File: config.mk
export PLATFORM = sky130hd
export DESIGN_NAME = indexed_list_with_shift_remove
export DESIGN_NICKNAME = d
export VERILOG_FILES = /design/src/design/ilsr_pkg.sv /design/src/design/ilsr_cell.sv /design/src/design/ilsr_ctrl.sv /design/src/design/indexed_list_with_shift_remove.sv
export SDC_FILE = /design/constraint.sdc
export NUM_CORES = 1
export LEC_CHECK = 0
export BUFFER_PORTS_ARGS = -buffer_cell sky130_fd_sc_hd__clkbuf_2
export CAP_MARGIN = 5
export CORE_MARGIN = 1
export CORE_UTILIZATION = 50
export CTS_BUF_LIST = sky130_fd_sc_hd__clkbuf_4 sky130_fd_sc_hd__clkbuf_8
export DETAILED_ROUTE_END_ITERATION = 16
export HOLD_SLACK_MARGIN = 0.12
export PLACE_DENSITY = 0.73
export RECOVER_POWER = 50
export SLEW_MARGIN = 20
export SYNTH_ARGS = -nofsm -noshare
export SYNTH_HDL_FRONTEND = slang
export SYNTH_HIERARCHICAL = 1
export SYNTH_SLANG_ARGS = --single-unit
File: constraint.sdc
create_clock -name clk -period 11 [get_ports clk]
set_input_delay 2.2 -clock clk [delete_from_list [all_inputs] [get_ports clk]]
set_output_delay 2.2 -clock clk [all_outputs]
set_load 0.02 [all_outputs]
File: src/design/ilsr_pkg.sv
package ilsr_pkg;

  // operation codes carried by in_kind
  typedef enum logic [2:0] {
    OP_READ   = 3'd0,
    OP_WRITE  = 3'd1,
    OP_APPEND = 3'd2,
    OP_REMOVE = 3'd3,
    OP_CLEAR  = 3'd4
  } op_t;

  // result status codes
  typedef enum logic [1:0] {
    ST_OK    = 2'd0,
    ST_RANGE = 2'd1,
    ST_FULL  = 2'd2
  } status_t;

  // fixed field widths of the channels
  localparam int KIND_BITS  = 3;
  localparam int INDEX_BITS = 4;
  localparam int VALUE_BITS = 32;
  localparam int COUNT_BITS = 5;

  // broadcast to every cell of the row
  typedef struct packed {
    logic wr;   // overwrite the entry at the index
    logic app;  // load the entry at the current count
    logic rm;   // shift entries above the index down by one
  } cell_ctl_t;

endpackage

File: src/design/ilsr_cell.sv
module ilsr_cell #(
  parameter int WORD_BITS = 32,
  parameter int CMP_W     = 5,
  parameter int POS       = 0
) (
  input  logic                   clk,
  input  ilsr_pkg::cell_ctl_t    ctl,
  input  logic [CMP_W-1:0]       idx,
  input  logic [CMP_W-1:0]       cnt,
  input  logic [WORD_BITS-1:0]   word_in,
  input  logic [WORD_BITS-1:0]   next_in,
  output logic [WORD_BITS-1:0]   q
);
  import ilsr_pkg::*;

  localparam logic [CMP_W-1:0] MY_POS   = CMP_W'(POS);
  localparam logic [CMP_W:0]   POS_NEXT = (CMP_W + 1)'(POS + 1);

  logic [WORD_BITS-1:0] entry_r;
  logic [WORD_BITS-1:0] entry_nxt;
  logic                 hit_idx;
  logic                 at_end;
  logic                 in_tail;

  // position compares against the broadcast index and count
  assign hit_idx = (idx == MY_POS);
  assign at_end  = (cnt == MY_POS);
  assign in_tail = (idx <= MY_POS) && (POS_NEXT < {1'b0, cnt});

  // load, shift from the upper neighbor, or hold
  always_comb begin
    priority if (ctl.wr && hit_idx) begin
      entry_nxt = word_in;
    end else if (ctl.app && at_end) begin
      entry_nxt = word_in;
    end else if (ctl.rm && in_tail) begin
      entry_nxt = next_in;
    end else begin
      entry_nxt = entry_r;
    end
  end

  always_ff @(posedge clk) begin
    entry_r <= entry_nxt;
  end

  assign q = entry_r;

endmodule

File: src/design/ilsr_ctrl.sv
module ilsr_ctrl #(
  parameter int DEPTH = 16,
  parameter int CNT_W = 5,
  parameter int CMP_W = 5
) (
  input  logic                          clk,
  input  logic                          rst_n,
  input  logic                          in_valid,
  output logic                          in_stall,
  input  logic [ilsr_pkg::KIND_BITS-1:0] in_kind,
  input  logic [CMP_W-1:0]              idx,
  input  logic [ilsr_pkg::VALUE_BITS-1:0] rd_data,
  output ilsr_pkg::cell_ctl_t           ctl,
  output logic [CMP_W-1:0]              cnt,
  output logic                          out_valid,
  input  logic                          out_stall,
  output logic [ilsr_pkg::VALUE_BITS-1:0] out_data,
  output logic [1:0]                    out_status,
  output logic [ilsr_pkg::COUNT_BITS-1:0] out_count,
  output logic                          out_empty_res
);
  import ilsr_pkg::*;

  localparam logic [CNT_W-1:0] FULL_CNT = CNT_W'(DEPTH);
  localparam logic [CNT_W-1:0] CNT_ONE  = CNT_W'(1);

  logic                  out_valid_r;
  logic                  out_valid_nxt;
  logic [CNT_W-1:0]      cnt_r;
  logic [CNT_W-1:0]      cnt_nxt;
  logic [VALUE_BITS-1:0] data_r;
  logic [VALUE_BITS-1:0] data_nxt;
  status_t               status_r;
  status_t               status_nxt;
  logic [COUNT_BITS-1:0] count_r;
  logic                  empty_r;
  logic                  fire;
  logic                  in_range;
  logic [CNT_W-1:0]      cnt_op;
  cell_ctl_t             ctl_op;

  // input taken whenever the result register is free or drains
  assign in_stall = out_valid_r & out_stall;
  assign fire     = in_valid & ~in_stall;
  assign cnt      = CMP_W'(cnt_r);
  assign in_range = (idx < CMP_W'(cnt_r));

  // decode of the operation
  always_comb begin
    cnt_op     = cnt_r;
    data_nxt   = '0;
    status_nxt = ST_OK;
    ctl_op     = '0;
    unique case (op_t'(in_kind))
      OP_READ: begin
        if (in_range) data_nxt = rd_data;
        else status_nxt = ST_RANGE;
      end
      OP_WRITE: begin
        if (in_range) ctl_op.wr = 1'b1;
        else status_nxt = ST_RANGE;
      end
      OP_APPEND: begin
        if (cnt_r < FULL_CNT) begin
          ctl_op.app = 1'b1;
          cnt_op     = cnt_r + CNT_ONE;
        end else begin
          status_nxt = ST_FULL;
        end
      end
      OP_REMOVE: begin
        if (in_range) begin
          ctl_op.rm = 1'b1;
          data_nxt  = rd_data;
          cnt_op    = cnt_r - CNT_ONE;
        end else begin
          status_nxt = ST_RANGE;
        end
      end
      OP_CLEAR: begin
        cnt_op = '0;
      end
      default: begin
        cnt_op = cnt_r;
      end
    endcase
  end

  // cell commands only on an accepted transaction
  always_comb begin
    ctl.wr  = fire & ctl_op.wr;
    ctl.app = fire & ctl_op.app;
    ctl.rm  = fire & ctl_op.rm;
    cnt_nxt = fire ? cnt_op : cnt_r;
    out_valid_nxt = fire | (out_valid_r & out_stall);
  end

  // control state
  always_ff @(posedge clk) begin
    if (!rst_n) begin
      out_valid_r <= 1'b0;
      cnt_r       <= '0;
    end else begin
      out_valid_r <= out_valid_nxt;
      cnt_r       <= cnt_nxt;
    end
  end

  // result register
  always_ff @(posedge clk) begin
    if (fire) begin
      data_r   <= data_nxt;
      status_r <= status_nxt;
      count_r  <= COUNT_BITS'(cnt_op);
      empty_r  <= (cnt_op == '0);
    end
  end

  assign out_valid     = out_valid_r;
  assign out_data      = data_r;
  assign out_status    = status_r;
  assign out_count     = count_r;
  assign out_empty_res = empty_r;

endmodule

File: src/design/indexed_list_with_shift_remove.sv
// channel  | handshake           | payload
// ---------+---------------------+-----------------------------------------
// in       | in_valid, in_stall  | in_kind, in_index, in_value
// out      | out_valid, out_stall| out_data, out_status, out_count,
//          |                     | out_empty_res
//
// one operation per cycle while in_stall is low: every operation, remove
// included, completes in the cycle it is accepted, since each cell of the
// entry row loads, shifts from its upper neighbor or holds at that clock
// edge; the result is registered and appears in the cycle after acceptance.
// synchronous reset empties the list; entry contents are not cleared.
// in_stall is high only while a result waits and out_stall holds it.
module indexed_list_with_shift_remove #(
  parameter int DEPTH     = 16,
  parameter int WORD_BITS = 32
) (
  input  logic                            clk,
  input  logic                            rst_n,
  input  logic                            in_valid,
  output logic                            in_stall,
  input  logic [ilsr_pkg::KIND_BITS-1:0]  in_kind,
  input  logic [ilsr_pkg::INDEX_BITS-1:0] in_index,
  input  logic [ilsr_pkg::VALUE_BITS-1:0] in_value,
  output logic                            out_valid,
  input  logic                            out_stall,
  output logic [ilsr_pkg::VALUE_BITS-1:0] out_data,
  output logic [1:0]                      out_status,
  output logic [ilsr_pkg::COUNT_BITS-1:0] out_count,
  output logic                            out_empty_res
);
  import ilsr_pkg::*;

  localparam int CNT_W = $clog2(DEPTH + 1);
  localparam int IDX_W = $clog2(DEPTH);
  localparam int CMP_W = (CNT_W > INDEX_BITS) ? CNT_W : INDEX_BITS;

  logic [WORD_BITS-1:0]  q_w [DEPTH];
  logic [WORD_BITS-1:0]  word_in;
  logic [WORD_BITS-1:0]  rd_word;
  logic [63:0]           value_wide;
  logic [63:0]           rd_wide;
  logic [VALUE_BITS-1:0] rd_data;
  logic [CMP_W-1:0]      idx_ext;
  logic [CMP_W-1:0]      cnt;
  cell_ctl_t             ctl;

  // value kept to the word width, read word back to the field width
  assign value_wide = 64'(in_value);
  assign word_in    = value_wide[WORD_BITS-1:0];
  assign idx_ext    = CMP_W'(in_index);
  assign rd_word    = q_w[idx_ext[IDX_W-1:0]];
  assign rd_wide    = 64'(rd_word);
  assign rd_data    = rd_wide[VALUE_BITS-1:0];

  ilsr_ctrl #(
    .DEPTH (DEPTH),
    .CNT_W (CNT_W),
    .CMP_W (CMP_W)
  ) u_ctrl (
    .clk           (clk),
    .rst_n         (rst_n),
    .in_valid      (in_valid),
    .in_stall      (in_stall),
    .in_kind       (in_kind),
    .idx           (idx_ext),
    .rd_data       (rd_data),
    .ctl           (ctl),
    .cnt           (cnt),
    .out_valid     (out_valid),
    .out_stall     (out_stall),
    .out_data      (out_data),
    .out_status    (out_status),
    .out_count     (out_count),
    .out_empty_res (out_empty_res)
  );

  // row of entry cells, each fed by its upper neighbor, the top cell by itself
  for (genvar i = 0; i < DEPTH; i++) begin : g_cell
    logic [WORD_BITS-1:0] next_w;
    if (i == DEPTH - 1) begin : g_last
      assign next_w = q_w[i];
    end else begin : g_mid
      assign next_w = q_w[i+1];
    end
    ilsr_cell #(
      .WORD_BITS (WORD_BITS),
      .CMP_W     (CMP_W),
      .POS       (i)
    ) u_cell (
      .clk     (clk),
      .ctl     (ctl),
      .idx     (idx_ext),
      .cnt     (cnt),
      .word_in (word_in),
      .next_in (next_w),
      .q       (q_w[i])
    );
  end

endmodule

==> results of run 1 <==
==> kinds of logic (layout without fill, tap and decap cells) <==
logic type | after synthesis | after routing | synth area share, %
AOI/OAI and AO/OA | 152 | 152 | 4.35
xor gates and xnor gates | 1 | 1 | 0.0290
adders and majority gates | 6 | 6 | 0.248
buffers and inverters | 115 | 287 | 3.58
DFF | 558 | 558 | 55.2
muxes | 641 | 641 | 32.2
other | 1 | 30 | 0.0124
and+or+nand+nor | 196 | 196 | 4.32
==> worst max path at each step <==
| stage | startpoint | end | slack, ns |
|---|---|---|---|
| 2_1_floorplan | in_index[2] | g_cell[10].u_cell/q[0]$_DFFE_PP_ | 3.19 |
| 3_3_place_gp | in_index[2] | g_cell[6].u_cell/q[9]$_DFFE_PP_ | 4.52 |
| 3_5_place_dp | in_index[2] | g_cell[6].u_cell/q[10]$_DFFE_PP_ | 4.43 |
| 4_1_cts | in_index[2] | g_cell[6].u_cell/q[10]$_DFFE_PP_ | 5.16 |
| 5_1_grt | in_index[2] | g_cell[13].u_cell/q[7]$_DFFE_PP_ | 2.72 |
| 6_report | in_index[2] | g_cell[13].u_cell/q[5]$_DFFE_PP_ | 2.98 |
==> cells in the mapped netlist (all sizes together), types with 7 or more instances <==
library cell	count	area, um2
and2	37	234
nand2b	7	51.3
mux4	128	2880
buf	80	951
o21ai	18	97.6
inv	13	48.8
o22ai	7	113
nand2	55	206
a21oi	12	63.8
a22oi	68	557
edfxtp	552	16600
clkbuf	22	83.8
nor2b	8	57.6
nor3	12	70.1
nor2	19	76.3
mux2	512	6860
==> where the power goes <==
part           leakage [nW]  switching [mW]  internal (mW)
Clock                 0.946           0.836          0.967
Sequential             5.06         0.00530           2.33
Combinational          4.47           0.189         0.0995
Total                  10.5            1.03           3.39
==> routing by layer <==
metal,part of all wire (%),GRT usage (%),vias to the layer above
met5,0,0,-
li1,-,-,7088
met1,47,33.7,8440
met3,6.9,3.91,68
met4,1.3,5.76,0
met2,45,32.1,556
==> layout by cell type (no fill, tap or decap), types with 11 or more instances in the layout <==
| cell type | count |
|---|---|
| clkbuf_1 | 57 |
| clkbuf_2 | 38 |
| edfxtp_1 | 552 |
| clkbuf_4 | 32 |
| clkbuf_8 | 93 |
| conb_1 | 28 |
| a21oi_1 | 11 |
| buf_4 | 17 |
| and2_0 | 28 |
| a22oi_1 | 65 |
| mux2_1 | 263 |
| inv_1 | 13 |
| clkinv_1 | 16 |
| mux4_2 | 128 |
| mux2_4 | 53 |
| o21ai_0 | 13 |
| nand2_1 | 54 |
| mux2_2 | 196 |
| nor2_1 | 16 |
==> per-stage QoR <==
stage / utilization (%) / total power [mW] / setup slack [ns]
floorplan: - / 2.56 / 3.19
global route: 53.5 / 4.57 / 2.72
global placement: 52.3 / 2.67 / 4.52
CTS: 55.4 / 4.48 / 5.16
detailed placement: 52.4 / 2.68 / 4.43
finish: 53.5 / 4.42 / 2.98
==> registers in the layout, summed over array words and instances, names as in the netlist <==
signal / count
u_ctrl/out_count: 5
u_ctrl/out_data: 32
u_ctrl/out_empty_res: 1
u_ctrl/cnt: 5
u_ctrl/out_status: 2
u_ctrl/out_valid: 1
g_cell.u_cell/q: 512
==> cell type report <==
class / instances / area, um2 / area share, %
antenna: 2 / 5.00 / 0.0158
clock buffer: 125 / 1520 / 4.78
clock inverter: 33 / 253 / 0.796
inverter: 13 / 48.8 / 0.154
multi-input combinational: 1024 / 11700 / 36.8
sequential: 558 / 16700 / 52.6
tap: 773 / 967 / 3.04
timing repair buffer: 116 / 597 / 1.88
==> worst max-delay path: cells and delay by family <==
family | cells | cell delay (ns)
AO/OA/AOI/OAI | 5 | 1.43
adder cells (fa/ha/maj) | 1 | 0.43
buffers and inverters | 3 | 3.62
AND/OR/NAND/NOR | 2 | 0.55
==> run metrics, run 1 <==
Synth Area per Inst=18.1 um2; DR pass1 iterations=5; Post-DRT Antenna Nets=0; Synth Instances=around 1700; flop2flop setup slack=roughly 4.8 ns; number of buffers added on ports=84; Leak=about 10 nW; # hold bufs at CTS=0; max incr delay on CP=1.92 ns; Final Max Tran Viols=509; Clk pin slew, worst setup/hold paths=0.06 ns; ys flop type=edfxtp_1; violated checks=max-capacitance violations, max-slew violations; dpl cells=about 2500; unrepaired setup endpoints after global routing=no; Sink Count=558; WHS=0.542 ns; core area=0.0594 mm2; CP Data Required Time=11.28 ns; Fill cells=4801; FF-to-FF End=g_cell[13].u_cell/q[5]$_DFFE_PP_; Final GP Congestion=0.861; die width=between 200 and 250 um; CP Capture Type=register; Hold EP=g_cell[1].u_cell/q[27]$_DFFE_PP_; max_slew headroom=-126%; final clock skew=0.0400 ns; synthesis warning total=6; GRT Overall Usage=between 20% and 30%; Seq/Total Area, Yosys=55.2%; #FFs+latches synth=~560; Post-synth EDFFs=between 500 and 600; die area=0.0615 mm2; fraction of registers with async set/reset=0%; path depth of the worst reg2reg path=11; CP max FO=33; P&R area growth vs syn=5.06%; PostCTS Resize Cnt=0; fin crit period=8.02 ns; max-cap violations=15; H-tree depth=3; Clock Tree Buf Depth=3; layout cell share with drive strength beyond 1=34.6%; Fin Setup TNS=0 ns; worst endpoint data arrival time=8.30 ns; HP Class=reg2reg; Root Driver=clkbuf_8; final hold vios=0; clock latency on the worst-skew pair=approximately 0.70 ns; status=finished with violations; Max stage delay cell, worst path=clkbuf_1; FMAX=between 100 and 150 MHz; first-pass GRT wire length=102 mm; synth unique cells=100; Worst setup SP type=input pin; DRC violation count after routing=0; Setup Viol. Count Final=0; top-level I/O count=85; Vias=about 16000; Cell Rows=89; finished layout cell area=0.0318 mm2; slew of the pin with the lowest slew margin=3.38 ns; placed instance area=0.0311 mm2; Setup CP Type=in2reg; Nets=1854; PwrDens=139 mW/mm2; final WL=67.4 mm; Die Y-Extent=248 um; number of global-route vias before repair=about 16000; Initial Utilization=between 50% and 60%; DP HPWL=around 43 mm; TritonCTS buffer count=about 90; hold path depth=1; average routed wire per standard cell=25.5 um; post-route insts no fill=2644; pin count of the biggest net entering global routing=83; vias per inst=6.11; Critical R2R Launch=u_ctrl/cnt[4]$_SDFFE_PN0P_; post-CTS setup buffers=0; min-delay src=g_cell[2].u_cell/q[27]$_DFFE_PP_; DRT iter0 DRCs=1424; worst vdd ir=0.0739 mV; CP cell instances=clkbuf_1 > ha_1 > a21oi_1 > o21a_4 > o211ai_1 > nor3_2 > clkbuf_1 > and4bb_1 > a32o_2 > clkbuf_1 > o21bai_4; initial antenna violation count=2; most frequent CP cell=clkbuf_1; Synth Cell Area=~0.030 mm2; fin crit share=72.9%; CTS tree=built; GRT overflow=0
No activity file was read; power rests on OpenSTA's default activity.
==> inputs of run 2 (changes only) <==
==> constraint.sdc (replaced) <==
create_clock -name clk -period 8.2 [get_ports clk]
set_input_delay 1.64 -clock clk [delete_from_list [all_inputs] [get_ports clk]]
set_output_delay 1.64 -clock clk [all_outputs]
set_load 0.02 [all_outputs]
==> run metrics, run 2 (synthesis results as in run 1) <==
switching share of power=23.4%; GRT overflow=0; PostCTS Resize Cnt=0; DRC violation count after routing=0; average routed wire per standard cell=25.0 um; unrepaired setup endpoints after global routing=no; max-cap violations=6; die area=0.0615 mm2; DR pass1 iterations=5; fin crit share=75.5%; number of global-route vias before repair=16400; Vias=between 15000 and 20000; slew of the pin with the lowest slew margin=2.80 ns; Largest register FFs=512; max_slew headroom=-87.0%; dpl cells=roughly 2500; initial antenna violation count=5; HP Class=reg2reg; Hold EP=g_cell[13].u_cell/q[3]$_DFFE_PP_; DP HPWL=around 44 mm; Critical R2R Launch=u_ctrl/cnt[2]$_SDFFE_PN0P_; Worst setup SP type=input pin; path depth of the worst reg2reg path=12; TritonCTS buffer count=between 90 and 100; sequential power share=53.0%; final hold vios=0; most frequent cells in the layout=edfxtp_1 (552), mux2_1 (216), mux2_2 (197); die width=between 200 and 250 um; FF-to-FF End=g_cell[12].u_cell/q[10]$_DFFE_PP_; vias per inst=6.10; setup ws final=2.01 ns; WHS=0.551 ns; Final Max Tran Viols=182; GRT Overall Usage=a little over a fifth; pin count of the biggest net entering global routing=80; fin crit period=6.19 ns; Sink Count=558; clock latency on the worst-skew pair=0.68 ns; Critical path origin=in_index[2]; # hold bufs at CTS=0; Post-DRT Antenna Nets=0; PwrDens=184 mW/mm2; Setup Viol. Count Final=0; Setup CP Type=in2reg; post-route insts no fill=around 2700; min-delay src=g_cell[14].u_cell/q[3]$_DFFE_PP_; worst vdd ir=0.115 mV; top-level I/O count=between 80 and 90; worst endpoint data arrival time=6.57 ns; CP max FO=29; Root Driver=clkbuf_8; Clk pin slew, worst setup/hold paths=0.06 ns; Psw=1.38 mW; Clock Tree Buf Depth=3; hold path depth=1; Nets=1856; internal power=between 4 and 5 mW; final clock skew=0.0370 ns; clock power share=40.3%; Comb power frac=roughly 6.6%; core area=0.0594 mm2; P&R area growth vs syn=5.85%; H-tree depth=3; final WL=66.4 mm; CTS tree=built; DRT iter0 DRCs=1359; CP Capture Type=register; CP Data Required Time=roughly 8.6 ns; flop2flop setup slack=3.30 ns; Initial Utilization=51.0%; Cell Rows=89; layout cell share with drive strength beyond 1=37.4%; Fin Setup TNS=0 ns; Final GP Congestion=0.837; violated checks=max-capacitance violations, max-slew violations; Die Y-Extent=248 um; worst slack, placed=2.08 ns; post-CTS setup buffers=0; most common cell after layout, fill and taps aside=edfxtp_1; fin util=53.9%; Leak=10.6 nW; number of buffers added on ports=84; status=finished with violations; FMAX=161 MHz; first-pass GRT wire length=around 100 mm
## run 2: cell count changes in the layout (fill, tap and decap cells not counted), moves of 4 or more
cell,previous run,this run
mux2_1,263,216
mux2_4,53,99
buf_4,17,27
clkbuf_1,57,48
clkinv_1,16,23
clkinvlp_4,0,4
## run 2: how the worst max path moves through the flow
stage	end	slack (ns)	cells past startpoint
6_report	g_cell[12].u_cell/q[10]$_DFFE_PP_	2.01	11
5_1_grt	g_cell[12].u_cell/q[10]$_DFFE_PP_	1.63	11
3_5_place_dp	g_cell[3].u_cell/q[11]$_DFFE_PP_	2.08	9
2_1_floorplan	g_cell[10].u_cell/q[0]$_DFFE_PP_	0.95	7
3_3_place_gp	g_cell[3].u_cell/q[7]$_DFFE_PP_	2.14	9
4_1_cts	g_cell[14].u_cell/q[30]$_DFFE_PP_	2.79	10
## run 2: layer usage
metal | GRT usage [%] | part of all wire [%] | vias up | routed length [um]
met3 | 4.76 | 7.3 | 71 | 4820
met1 | 33.8 | 47 | 8465 | 31400
li1 | - | - | 7105 | -
met4 | 5.68 | 1.5 | 0 | 1020
met2 | 31.3 | 44 | 563 | 29100
met5 | 0 | 0 | - | 0
## run 2: stage by stage
| step | cell area [um2] | total power [mW] |
|---|---|---|
| final | 32000 | 5.90 |
| after global routing | 32000 | 6.10 |
| after CTS | 32900 | 5.97 |
| after detailed placement | 31100 | 3.59 |
| after global placement | 31100 | 3.58 |
| after floorplan | 30300 | 3.43 |
## run 2: power by group through the flow
stage	combinational [mW]	sequential [mW]	clock, mW
4_1_cts	0.404	3.13	2.44
5_1_grt	0.416	3.13	2.56
3_3_place_gp	0.395	3.19	0
2_1_floorplan	0.221	3.21	0
6_report	0.391	3.13	2.38
3_5_place_dp	0.402	3.19	0
## run 2: final cells by class
type                       count  area (um2)
clock inverter                39         220
sequential                   558       16700
inverter                      13        48.8
antenna                        4        10.0
clock buffer                 129        1560
fill                        4771       27300
timing repair buffer         116         627
tap                          773         967
multi-input combinational   1024       11900
## run 2: worst max-delay path, stage by stage
cell      delay (ns)
clkbuf_1        1.01
ha_1            0.43
a21oi_1         0.20
o21a_4          0.17
o21ai_0         0.27
nor3_2          0.25
buf_4           0.28
nor2b_1         0.16
o21ai_0         0.11
o21ai_0         1.76
buf_16          0.24
